**config.mk**
```make
export PLATFORM = sky130hd
export DESIGN_NAME = servo_bus_command_framer_top
export DESIGN_NICKNAME = d
export VERILOG_FILES = /design/src/sv/sbcf_pkg.sv /design/src/sv/sbcf_front.sv /design/src/sv/sbcf_queue.sv /design/src/sv/sbcf_back.sv /design/src/sv/servo_bus_command_framer_top.sv
export VERILOG_INCLUDE_DIRS = /design/src /design/src/sv
export SDC_FILE = /design/constraint.sdc
export NUM_CORES = 1
export LEC_CHECK = 0
export BUFFER_PORTS_ARGS = -buffer_cell sky130_fd_sc_hd__buf_2
export CELL_PAD_IN_SITES_DETAIL_PLACEMENT = 1
export CELL_PAD_IN_SITES_GLOBAL_PLACEMENT = 2
export CORE_MARGIN = 1.5
export CORE_UTILIZATION = 42
export CTS_CLUSTER_SIZE = 8
export DETAILED_ROUTE_END_ITERATION = 16
export GPL_TIMING_DRIVEN = 0
export PLACE_DENSITY = 0.83
export SLEW_MARGIN = 20
export SYNTH_ARGS = -nofsm -noshare
export SYNTH_HDL_FRONTEND = slang
export SYNTH_SLANG_ARGS = --single-unit
```
**constraint.sdc**
```tcl
create_clock -name clock -period 5.9 [get_ports clock]
set_clock_uncertainty 0.1 [all_clocks]
set_input_delay 0.885 -clock clock [delete_from_list [all_inputs] [get_ports clock]]
set_output_delay 0.885 -clock clock [all_outputs]
set_load 0.05 [all_outputs]
```
**src/sv/assert_macros.svh**
```systemverilog
// Assertion helpers shared by the RTL.
`ifndef ASSERT_MACROS_SVH
`define ASSERT_MACROS_SVH

// Property checked on every rising edge, held off during reset.
`define SBCF_ASSERT(lbl, clk, rst, prop) \
   lbl: assert property (@(posedge clk) disable iff (rst) (prop)) \
      else $error("sbcf assertion failed");

// Antecedent implies consequent on the following edge.
`define SBCF_ASSERT_NEXT(lbl, clk, rst, ante, cons) \
   lbl: assert property (@(posedge clk) disable iff (rst) (ante) |=> (cons)) \
      else $error("sbcf assertion failed");

`endif

```
**src/sv/sbcf_pkg.sv**
```systemverilog
`default_nettype none
// ----------------------------------------------------------------------------
// Servo bus command framer package
// Action codes, command codes, frame constants and the frame descriptor.
// ----------------------------------------------------------------------------
package sbcf_pkg;

   localparam int FRAME_MAX = 10;
   localparam int BODY_MAX  = 7;

   typedef enum logic [2:0] {
      ACT_MOVE_TIME     = 3'd0,
      ACT_ID_WRITE      = 3'd1,
      ACT_OFFSET_ADJUST = 3'd2,
      ACT_OFFSET_SAVE   = 3'd3,
      ACT_POS_READ      = 3'd4,
      ACT_VIN_READ      = 3'd5,
      ACT_OFFSET_READ   = 3'd6
   } action_type;

   localparam logic [7:0] FRAME_HEADER      = 8'h55;
   localparam logic [7:0] BROADCAST_ID      = 8'd254;
   localparam logic [9:0] POS_MAX           = 10'd1000;
   localparam logic [7:0] CMD_MOVE_TIME     = 8'd1;
   localparam logic [7:0] CMD_ID_WRITE      = 8'd13;
   localparam logic [7:0] CMD_OFFSET_ADJUST = 8'd17;
   localparam logic [7:0] CMD_OFFSET_SAVE   = 8'd18;
   localparam logic [7:0] CMD_OFFSET_READ   = 8'd19;
   localparam logic [7:0] CMD_VIN_READ      = 8'd27;
   localparam logic [7:0] CMD_POS_READ      = 8'd28;

   localparam logic [2:0] BODY_LEN_SHORT = 3'd3;
   localparam logic [2:0] BODY_LEN_PARAM = 3'd4;
   localparam logic [2:0] BODY_LEN_MOVE  = 3'd7;

   // Complete frame, byte 0 sent first; last_idx is the checksum position.
   typedef struct packed {
      logic [FRAME_MAX-1:0][7:0] bytes;
      logic [3:0]                last_idx;
   } frame_type;

endpackage
`default_nettype wire

```
**src/sv/sbcf_front.sv**
```systemverilog
`default_nettype none
// ----------------------------------------------------------------------------
// Servo bus command framer front end
// Accepts command items, builds the frame with its checksum, pushes it unless the action code is unknown.
// ----------------------------------------------------------------------------
module sbcf_front (
   input  wire logic               req_tvalid,
   output logic                    req_tready,
   input  wire logic [55:0]        req_tdata,
   input  wire logic               q_full,
   output logic                    q_push,
   output sbcf_pkg::frame_type     q_frame
);
   import sbcf_pkg::*;

   logic [2:0]            action;
   logic [7:0]            servo_id;
   logic [15:0]           position;
   logic [15:0]           move_time;
   logic [7:0]            angle_offset;
   logic [9:0]            pos_clamp;
   logic [BODY_MAX-1:0][7:0] body;
   logic [2:0]            body_len;
   logic                  act_ok;
   logic [7:0]            sum;
   logic [7:0]            chk;

   assign action       = req_tdata[2:0];
   assign servo_id     = req_tdata[10:3];
   assign position     = req_tdata[26:11];
   assign move_time    = req_tdata[42:27];
   assign angle_offset = req_tdata[50:43];

   assign req_tready = !q_full;
   assign q_push     = req_tvalid && !q_full && act_ok;

   always_comb begin
      if (position[15]) begin
         pos_clamp = '0;
      end else if (position[14:0] > {5'd0, POS_MAX}) begin
         pos_clamp = POS_MAX;
      end else begin
         pos_clamp = position[9:0];
      end
   end

   always_comb begin
      body     = '0;
      body_len = BODY_LEN_SHORT;
      act_ok   = 1'b1;
      body[0]  = servo_id;
      body[1]  = {5'd0, BODY_LEN_SHORT};
      case (action)
         ACT_MOVE_TIME: begin
            body_len = BODY_LEN_MOVE;
            body[1]  = {5'd0, BODY_LEN_MOVE};
            body[2]  = CMD_MOVE_TIME;
            body[3]  = pos_clamp[7:0];
            body[4]  = {6'd0, pos_clamp[9:8]};
            body[5]  = move_time[7:0];
            body[6]  = move_time[15:8];
         end
         ACT_ID_WRITE: begin
            body_len = BODY_LEN_PARAM;
            body[0]  = BROADCAST_ID;
            body[1]  = {5'd0, BODY_LEN_PARAM};
            body[2]  = CMD_ID_WRITE;
            body[3]  = servo_id;
         end
         ACT_OFFSET_ADJUST: begin
            body_len = BODY_LEN_PARAM;
            body[1]  = {5'd0, BODY_LEN_PARAM};
            body[2]  = CMD_OFFSET_ADJUST;
            body[3]  = angle_offset;
         end
         ACT_OFFSET_SAVE:   body[2] = CMD_OFFSET_SAVE;
         ACT_POS_READ:      body[2] = CMD_POS_READ;
         ACT_VIN_READ:      body[2] = CMD_VIN_READ;
         ACT_OFFSET_READ:   body[2] = CMD_OFFSET_READ;
         default:           act_ok  = 1'b0;
      endcase
   end

   // unused body bytes are zero, so they drop out of the sum
   always_comb begin
      sum = '0;
      for (int i = 0; i < BODY_MAX; i++) begin
         sum = sum + body[i];
      end
   end

   assign chk = ~sum;

   always_comb begin
      q_frame.bytes    = '0;
      q_frame.bytes[0] = FRAME_HEADER;
      q_frame.bytes[1] = FRAME_HEADER;
      for (int i = 0; i < BODY_MAX; i++) begin
         q_frame.bytes[i+2] = body[i];
      end
      case (body_len)
         BODY_LEN_SHORT: q_frame.bytes[5] = chk;
         BODY_LEN_PARAM: q_frame.bytes[6] = chk;
         BODY_LEN_MOVE:  q_frame.bytes[9] = chk;
         default:        q_frame.bytes[9] = chk;
      endcase
      q_frame.last_idx = {1'b0, body_len} + 4'd2;
   end

endmodule
`default_nettype wire

```
**src/sv/sbcf_queue.sv**
```systemverilog
`default_nettype none
// ----------------------------------------------------------------------------
// Servo bus command framer frame queue
// Small FIFO of built frames between the front end and the byte sender.
// ----------------------------------------------------------------------------
module sbcf_queue #(
   parameter int DEPTH = 2
) (
   input  wire logic                clock,
   input  wire logic                reset,
   input  wire logic                push,
   input  wire sbcf_pkg::frame_type push_frame,
   input  wire logic                pop,
   output logic                     full,
   output logic                     q_valid,
   output sbcf_pkg::frame_type      head
);
   import sbcf_pkg::*;

   localparam int PTR_W = (DEPTH > 1) ? $clog2(DEPTH) : 1;
   localparam int CNT_W = $clog2(DEPTH + 1);

   frame_type         mem [DEPTH];
   logic [PTR_W-1:0]  wr_ptr_ff, wr_ptr_in;
   logic [PTR_W-1:0]  rd_ptr_ff, rd_ptr_in;
   logic [CNT_W-1:0]  count_ff, count_in;

   assign full    = (count_ff == CNT_W'(DEPTH));
   assign q_valid = (count_ff != '0);
   assign head    = mem[rd_ptr_ff];

   always_comb begin
      wr_ptr_in = wr_ptr_ff;
      rd_ptr_in = rd_ptr_ff;
      count_in  = count_ff;
      if (push) begin
         wr_ptr_in = (wr_ptr_ff == PTR_W'(DEPTH - 1)) ? '0 : wr_ptr_ff + PTR_W'(1);
      end
      if (pop) begin
         rd_ptr_in = (rd_ptr_ff == PTR_W'(DEPTH - 1)) ? '0 : rd_ptr_ff + PTR_W'(1);
      end
      if (push && !pop) begin
         count_in = count_ff + CNT_W'(1);
      end else if (pop && !push) begin
         count_in = count_ff - CNT_W'(1);
      end
   end

   always_ff @(posedge clock) begin
      if (reset) begin
         wr_ptr_ff <= '0;
         rd_ptr_ff <= '0;
         count_ff  <= '0;
      end else begin
         wr_ptr_ff <= wr_ptr_in;
         rd_ptr_ff <= rd_ptr_in;
         count_ff  <= count_in;
      end
   end

   always_ff @(posedge clock) begin
      if (push) begin
         mem[wr_ptr_ff] <= push_frame;
      end
   end

endmodule
`default_nettype wire

```
**src/sv/sbcf_back.sv**
```systemverilog
`default_nettype none
// ----------------------------------------------------------------------------
// Servo bus command framer byte sender
// Walks the head frame one byte per cycle into the output register while rsp_tready allows.
// ----------------------------------------------------------------------------
module sbcf_back (
   input  wire logic                clock,
   input  wire logic                reset,
   input  wire logic                q_valid,
   input  wire sbcf_pkg::frame_type head,
   output logic                     pop,
   output logic                     rsp_tvalid,
   input  wire logic                rsp_tready,
   output logic [7:0]               rsp_tdata,
   output logic                     rsp_tlast
);
   import sbcf_pkg::*;

   logic [3:0] idx_ff, idx_in;
   logic       valid_ff, valid_in;
   logic [7:0] data_ff, data_in;
   logic       last_ff, last_in;
   logic       load;
   logic       at_last;

   assign load    = q_valid && (!valid_ff || rsp_tready);
   assign at_last = (idx_ff == head.last_idx);
   assign pop     = load && at_last;

   always_comb begin
      idx_in   = idx_ff;
      valid_in = valid_ff;
      data_in  = data_ff;
      last_in  = last_ff;
      if (load) begin
         valid_in = 1'b1;
         data_in  = head.bytes[idx_ff];
         last_in  = at_last;
         idx_in   = at_last ? '0 : idx_ff + 4'd1;
      end else if (rsp_tready) begin
         valid_in = 1'b0;
      end
   end

   always_ff @(posedge clock) begin
      if (reset) begin
         idx_ff   <= '0;
         valid_ff <= 1'b0;
      end else begin
         idx_ff   <= idx_in;
         valid_ff <= valid_in;
      end
   end

   always_ff @(posedge clock) begin
      data_ff <= data_in;
      last_ff <= last_in;
   end

   assign rsp_tvalid = valid_ff;
   assign rsp_tdata  = data_ff;
   assign rsp_tlast  = last_ff;

endmodule
`default_nettype wire

```
**src/sv/servo_bus_command_framer_top.sv**
```systemverilog
`default_nettype none
// ----------------------------------------------------------------------------
// Servo bus command framer
// Turns servo commands into serial bus frames with header and checksum.
// ----------------------------------------------------------------------------
// Usage:
//   req_* carries one command item per handshake. rsp_* carries the frame
//   one byte per item, rsp_tlast high on the checksum byte.
//   Frames are 10 bytes for move_time, 7 for id_write and offset_adjust,
//   6 for the save and read requests; action code 7 yields nothing.
//   With the queue empty, a taken command is written into the queue and
//   its first byte is then loaded into the output register.
//   Throughput: one byte per cycle while rsp_tready does not stall it;
//   frames follow each other without a gap.
//   The front end builds whole frames into a queue of QUEUE_DEPTH entries
//   and keeps taking commands until that queue is full, so a new command
//   is taken while earlier frames are still being sent.
//   When rsp_tready is low the output byte holds and the queue fills;
//   req_tready drops once it is full.
//   Reset empties the queue and the output register.
// ----------------------------------------------------------------------------
`include "assert_macros.svh"

module servo_bus_command_framer_top #(
   parameter int QUEUE_DEPTH = 2
) (
   input  wire logic        clock,
   input  wire logic        reset,
   input  wire logic        req_tvalid,
   output logic             req_tready,
   // action[2:0], servo_id[10:3], position[26:11], move_time[42:27],
   // angle_offset[50:43], zero pad[55:51]
   input  wire logic [55:0] req_tdata,
   output logic             rsp_tvalid,
   input  wire logic        rsp_tready,
   // tx_byte[7:0]
   output logic [7:0]       rsp_tdata,
   output logic             rsp_tlast
);
   import sbcf_pkg::*;

   frame_type push_frame;
   frame_type head;
   logic      q_push;
   logic      q_pop;
   logic      q_full;
   logic      q_valid;

   sbcf_front u_front (
      .req_tvalid (req_tvalid),
      .req_tready (req_tready),
      .req_tdata  (req_tdata),
      .q_full     (q_full),
      .q_push     (q_push),
      .q_frame    (push_frame)
   );

   sbcf_queue #(
      .DEPTH (QUEUE_DEPTH)
   ) u_queue (
      .clock      (clock),
      .reset      (reset),
      .push       (q_push),
      .push_frame (push_frame),
      .pop        (q_pop),
      .full       (q_full),
      .q_valid    (q_valid),
      .head       (head)
   );

   sbcf_back u_back (
      .clock      (clock),
      .reset      (reset),
      .q_valid    (q_valid),
      .head       (head),
      .pop        (q_pop),
      .rsp_tvalid (rsp_tvalid),
      .rsp_tready (rsp_tready),
      .rsp_tdata  (rsp_tdata),
      .rsp_tlast  (rsp_tlast)
   );

   `SBCF_ASSERT(a_pop_nonempty, clock, reset, !q_pop || q_valid)
   `SBCF_ASSERT(a_bad_action_dropped, clock, reset, !(q_push && (req_tdata[2:0] > ACT_OFFSET_READ)))
   `SBCF_ASSERT_NEXT(a_pop_shows_last, clock, reset, q_pop, rsp_tvalid && rsp_tlast)

endmodule
`default_nettype wire

```
==> impl_metrics.env <==
export IMPL_r2r_slack_ns=3.40
export IMPL_htree_num_levels=4
export IMPL_clk_transition_reported_paths_ns=0.06
export IMPL_r2r_end="u_back.rsp_tdata[1]"
export IMPL_synth_common_cells="125 x edfxtp_1, 44 x inv_1, 41 x nor2_1"
export IMPL_cts_tree="done"
export IMPL_maxCapViolCount=0
export IMPL_post_synth_top_count_cell="edfxtp_1"
export IMPL_drive_gt1_share_pct=27.08
export IMPL_slew_headroom_pct=39.52
export IMPL_crit_path_start_kind="input port"
export IMPL_antenna_found_initial=0
export IMPL_insertedDiodeCount=0
export IMPL_final_min_clock_period_ns=5.682
export IMPL_finalSetupViolations=0
export IMPL_multi_input_comb_area_um2=2615
export IMPL_die_area_um2=17110
export IMPL_crit_required_ns=6.04
export IMPL_peakVddDrop_v=0.0002084
export IMPL_place_area_um2=7577
export IMPL_end_kind="register"
export IMPL_rr_worst_depth=7
export IMPL_synthesis_nets=597
export IMPL_dr_pass1_iters=5
export IMPL_ys_warnings_count=0
export IMPL_synth_largest_area_cell="edfxtp_1"
export IMPL_fin_ws_ns=0.2176
export IMPL_fp_dieW_um=130.8
export IMPL_finalCritPeriodShare_pct=96.31
export IMPL_placedCellCount=786
export IMPL_grt_pass1_wl_um=28360
export IMPL_ys_seq_elements=135
export IMPL_vias=4466
export IMPL_async_flop_share_pct=0
export IMPL_io_pins=71
export IMPL_crit_chain="buf_2, buf_4, or3_1, buf_2, inv_1, buf_2, buf_6, and2_2, fa_1, inv_1, fa_1, fa_1, inv_1, ha_1, inv_1, fa_1, inv_1, a21o_1, a21oi_2, o21ai_0, xnor2_1, buf_4, mux2i_1"
export IMPL_cp_top_family="adder cells"
export IMPL_wirelength_um=18530
export IMPL_slew_viol_final=0
export IMPL_r2r_start="u_back.idx_ff[0]"
export IMPL_hold_depth=2
export IMPL_ff_latch_area_um2=3954
export IMPL_core_area_um2=15940
export IMPL_critical_path_buf_inv_count=11
export IMPL_dpl_hpwl_um=13490
export IMPL_postCtsHoldBufs=0
export IMPL_antenna_left=0
export IMPL_drtIter0Drc=247
export IMPL_synth_seq_area_share_pct=57.62
export IMPL_hold_start="u_back.rsp_tvalid"
export IMPL_gp_congestion=0.7863
export IMPL_hp_class="register to register"
export IMPL_whs_endpoint="u_back.rsp_tvalid"
export IMPL_wl_per_cell_um=22.66
export IMPL_rows=46
export IMPL_fp_dieH_um=130.8
export IMPL_worst_pin_slew_ns=0.9072
export IMPL_port_buffers=64
export IMPL_final_cells=818
export IMPL_leakage_uw=0.003035
export IMPL_syn_area_um2=6862
export IMPL_fill_cells=1621
export IMPL_ys_types=54
export IMPL_grtUsageTotal_pct=23.44
export IMPL_cp_slowest_cell="fa_1"
export IMPL_clk_insertion_delay_late_ns=0.43
export IMPL_cts_buffers=17
export IMPL_vias_per_cell=5.460
export IMPL_drc=0
export IMPL_synth_ff_type="edfxtp_1"
export IMPL_cts_sinks=135
export IMPL_cts_root_buf="clkbuf_16"
export IMPL_grt_overflow=0
export IMPL_synth_top_area_share_pct=54.70
export IMPL_grt_max_degree=23
export IMPL_synthCells=502
export IMPL_fin_nets=685
export IMPL_fmax_mhz=176.0
export IMPL_grt_pass1_vias=4883
export IMPL_final_area_um2=8157
export IMPL_power_density_nw_per_um2=381.5
export IMPL_start_util_pct=43.04
export IMPL_fin_total_pwr_uw=3112
export IMPL_areaGrowthSynthToFinish_pct=18.87
export IMPL_slowest_delay_ns=0.50
export IMPL_hold_viol=0
export IMPL_syn_avg_cell_area_um2=13.67
export IMPL_status="finished clean"
export IMPL_hold_ws_ns=0.3949
export IMPL_place_ws_ns=-0.5951
export IMPL_crit_path_max_fanout=11
export IMPL_cp_arrival_ns=5.82
export IMPL_crit_top_cell="inv_1"
export IMPL_cts_buffer_depth=2
export IMPL_synth_area_leaders="edfxtp_1 55%, fa_1 6.7%, mux4_2 6.2%, dfxtp_1 2.9%, inv_1 2.4%"
export IMPL_synth_edf_count=125
export IMPL_crit_type="input port to register"
[stage by stage]
step | utilization, % | setup TNS, ns
2_1_floorplan | - | 0
3_3_place_gp | 46.74 | -30.26
3_5_place_dp | 47.53 | -4.994
4_1_cts | 51.08 | 0
5_1_grt | 51.16 | -0.001725
6_report | 51.16 | 0
[state kept, by name, indices dropped and copies added, names as in the netlist, named ones only]
name / flops
u_queue.mem: 116
u_back.rsp_tdata: 8
u_back.idx_ff: 4
u_queue.count_ff: 2
u_back.rsp_tlast: 1
u_back.rsp_tvalid: 1
u_queue.rd_ptr_ff: 1
u_queue.wr_ptr_ff: 1
[layout by cell type, fill, tap and decap left out, types with 4 or more instances in the layout]
cell / instances
clkbuf_1: 7
and2_1: 17
inv_1: 44
edfxtp_1: 125
mux4_2: 19
a211oi_1: 5
buf_4: 5
nor2b_1: 9
mux2i_1: 15
nand2_1: 16
a22oi_1: 10
a21oi_1: 17
clkinv_2: 5
a21o_1: 4
dfxtp_1: 10
buf_2: 73
fa_1: 23
o21ai_0: 17
xnor2_1: 17
nand2b_1: 5
buf_16: 4
or2_2: 9
nor2_1: 39
clkbuf_16: 17
ha_1: 12
xor2_1: 4
mux2_2: 6
o21bai_1: 6
[metal layers]
metal  part of all wire (%)  up-vias  global-route usage, %  routed length (um)
li1                       -     1989                      -                   -
met1                     42     2310                  28.43                7692
met2                     52      142                  41.46                9601
met3                    4.7       25                  4.601                 875
met4                    2.0        0                  8.920                 363
met5                      0        -                      0                   0
[logic make-up after synthesis]
logic type	count (synthesis)	synth area share [%]
AO/OA/AOI/OAI	81	7.750
XOR/XNOR	21	2.680
adder cells (fa/ha/maj)	35	8.899
buffers and inverters	72	4.559
flip-flops	135	57.62
multiplexers	40	9.409
AND/OR/NAND/NOR	118	9.081
[layout make-up]
cell class,instances,area share [%]
Buffer,25,1.749
Clock buffer,17,5.216
Clock inverter,14,1.657
Inverter,47,2.163
Multi-Input combinational cell,295,32.06
Sequential cell,135,48.47
Tap cell,216,3.313
Timing Repair Buffer,69,5.369
[power by group]
group,internal [uW],switching [uW]
logic,320,513
registers,1230,39.2
clock network,614,399
[worst max-delay path by stage]
stage | from | end | slack, ns | depth (start not counted)
floorplan | req_tdata[2] | u_queue.mem[0][35] | 0.57 | 21
global placement | req_tdata[1] | u_queue.mem[1][59] | -0.38 | 22
detailed placement | req_tdata[1] | u_queue.mem[1][59] | -0.60 | 22
CTS | req_tdata[1] | u_queue.mem[1][59] | 0.05 | 22
global route | req_tdata[1] | u_queue.mem[1][59] | -0.0009 | 23
finish | req_tdata[1] | u_queue.mem[1][59] | 0.22 | 23
[worst register-to-register path: stages (launching register included)]
cell and delay (ns):
dfxtp_1 0.33, clkbuf_1 0.46, buf_1 0.53, nand2_1 0.20
o21ai_0 0.13, o21ai_0 0.10, a22oi_1 0.18, o21ai_0 0.16
[what timing repair did]
| item | in CTS | in global routing |
|---|---|---|
| setup endpoints to repair | 6 | 8 |
| pin swaps | 1 | 1 |
| gates resized for setup | 3 | 2 |
| setup buffers | 0 | 1 |
| hold endpoints to repair | 0 | 0 |
No activity file was read; power rests on OpenSTA's default activity.
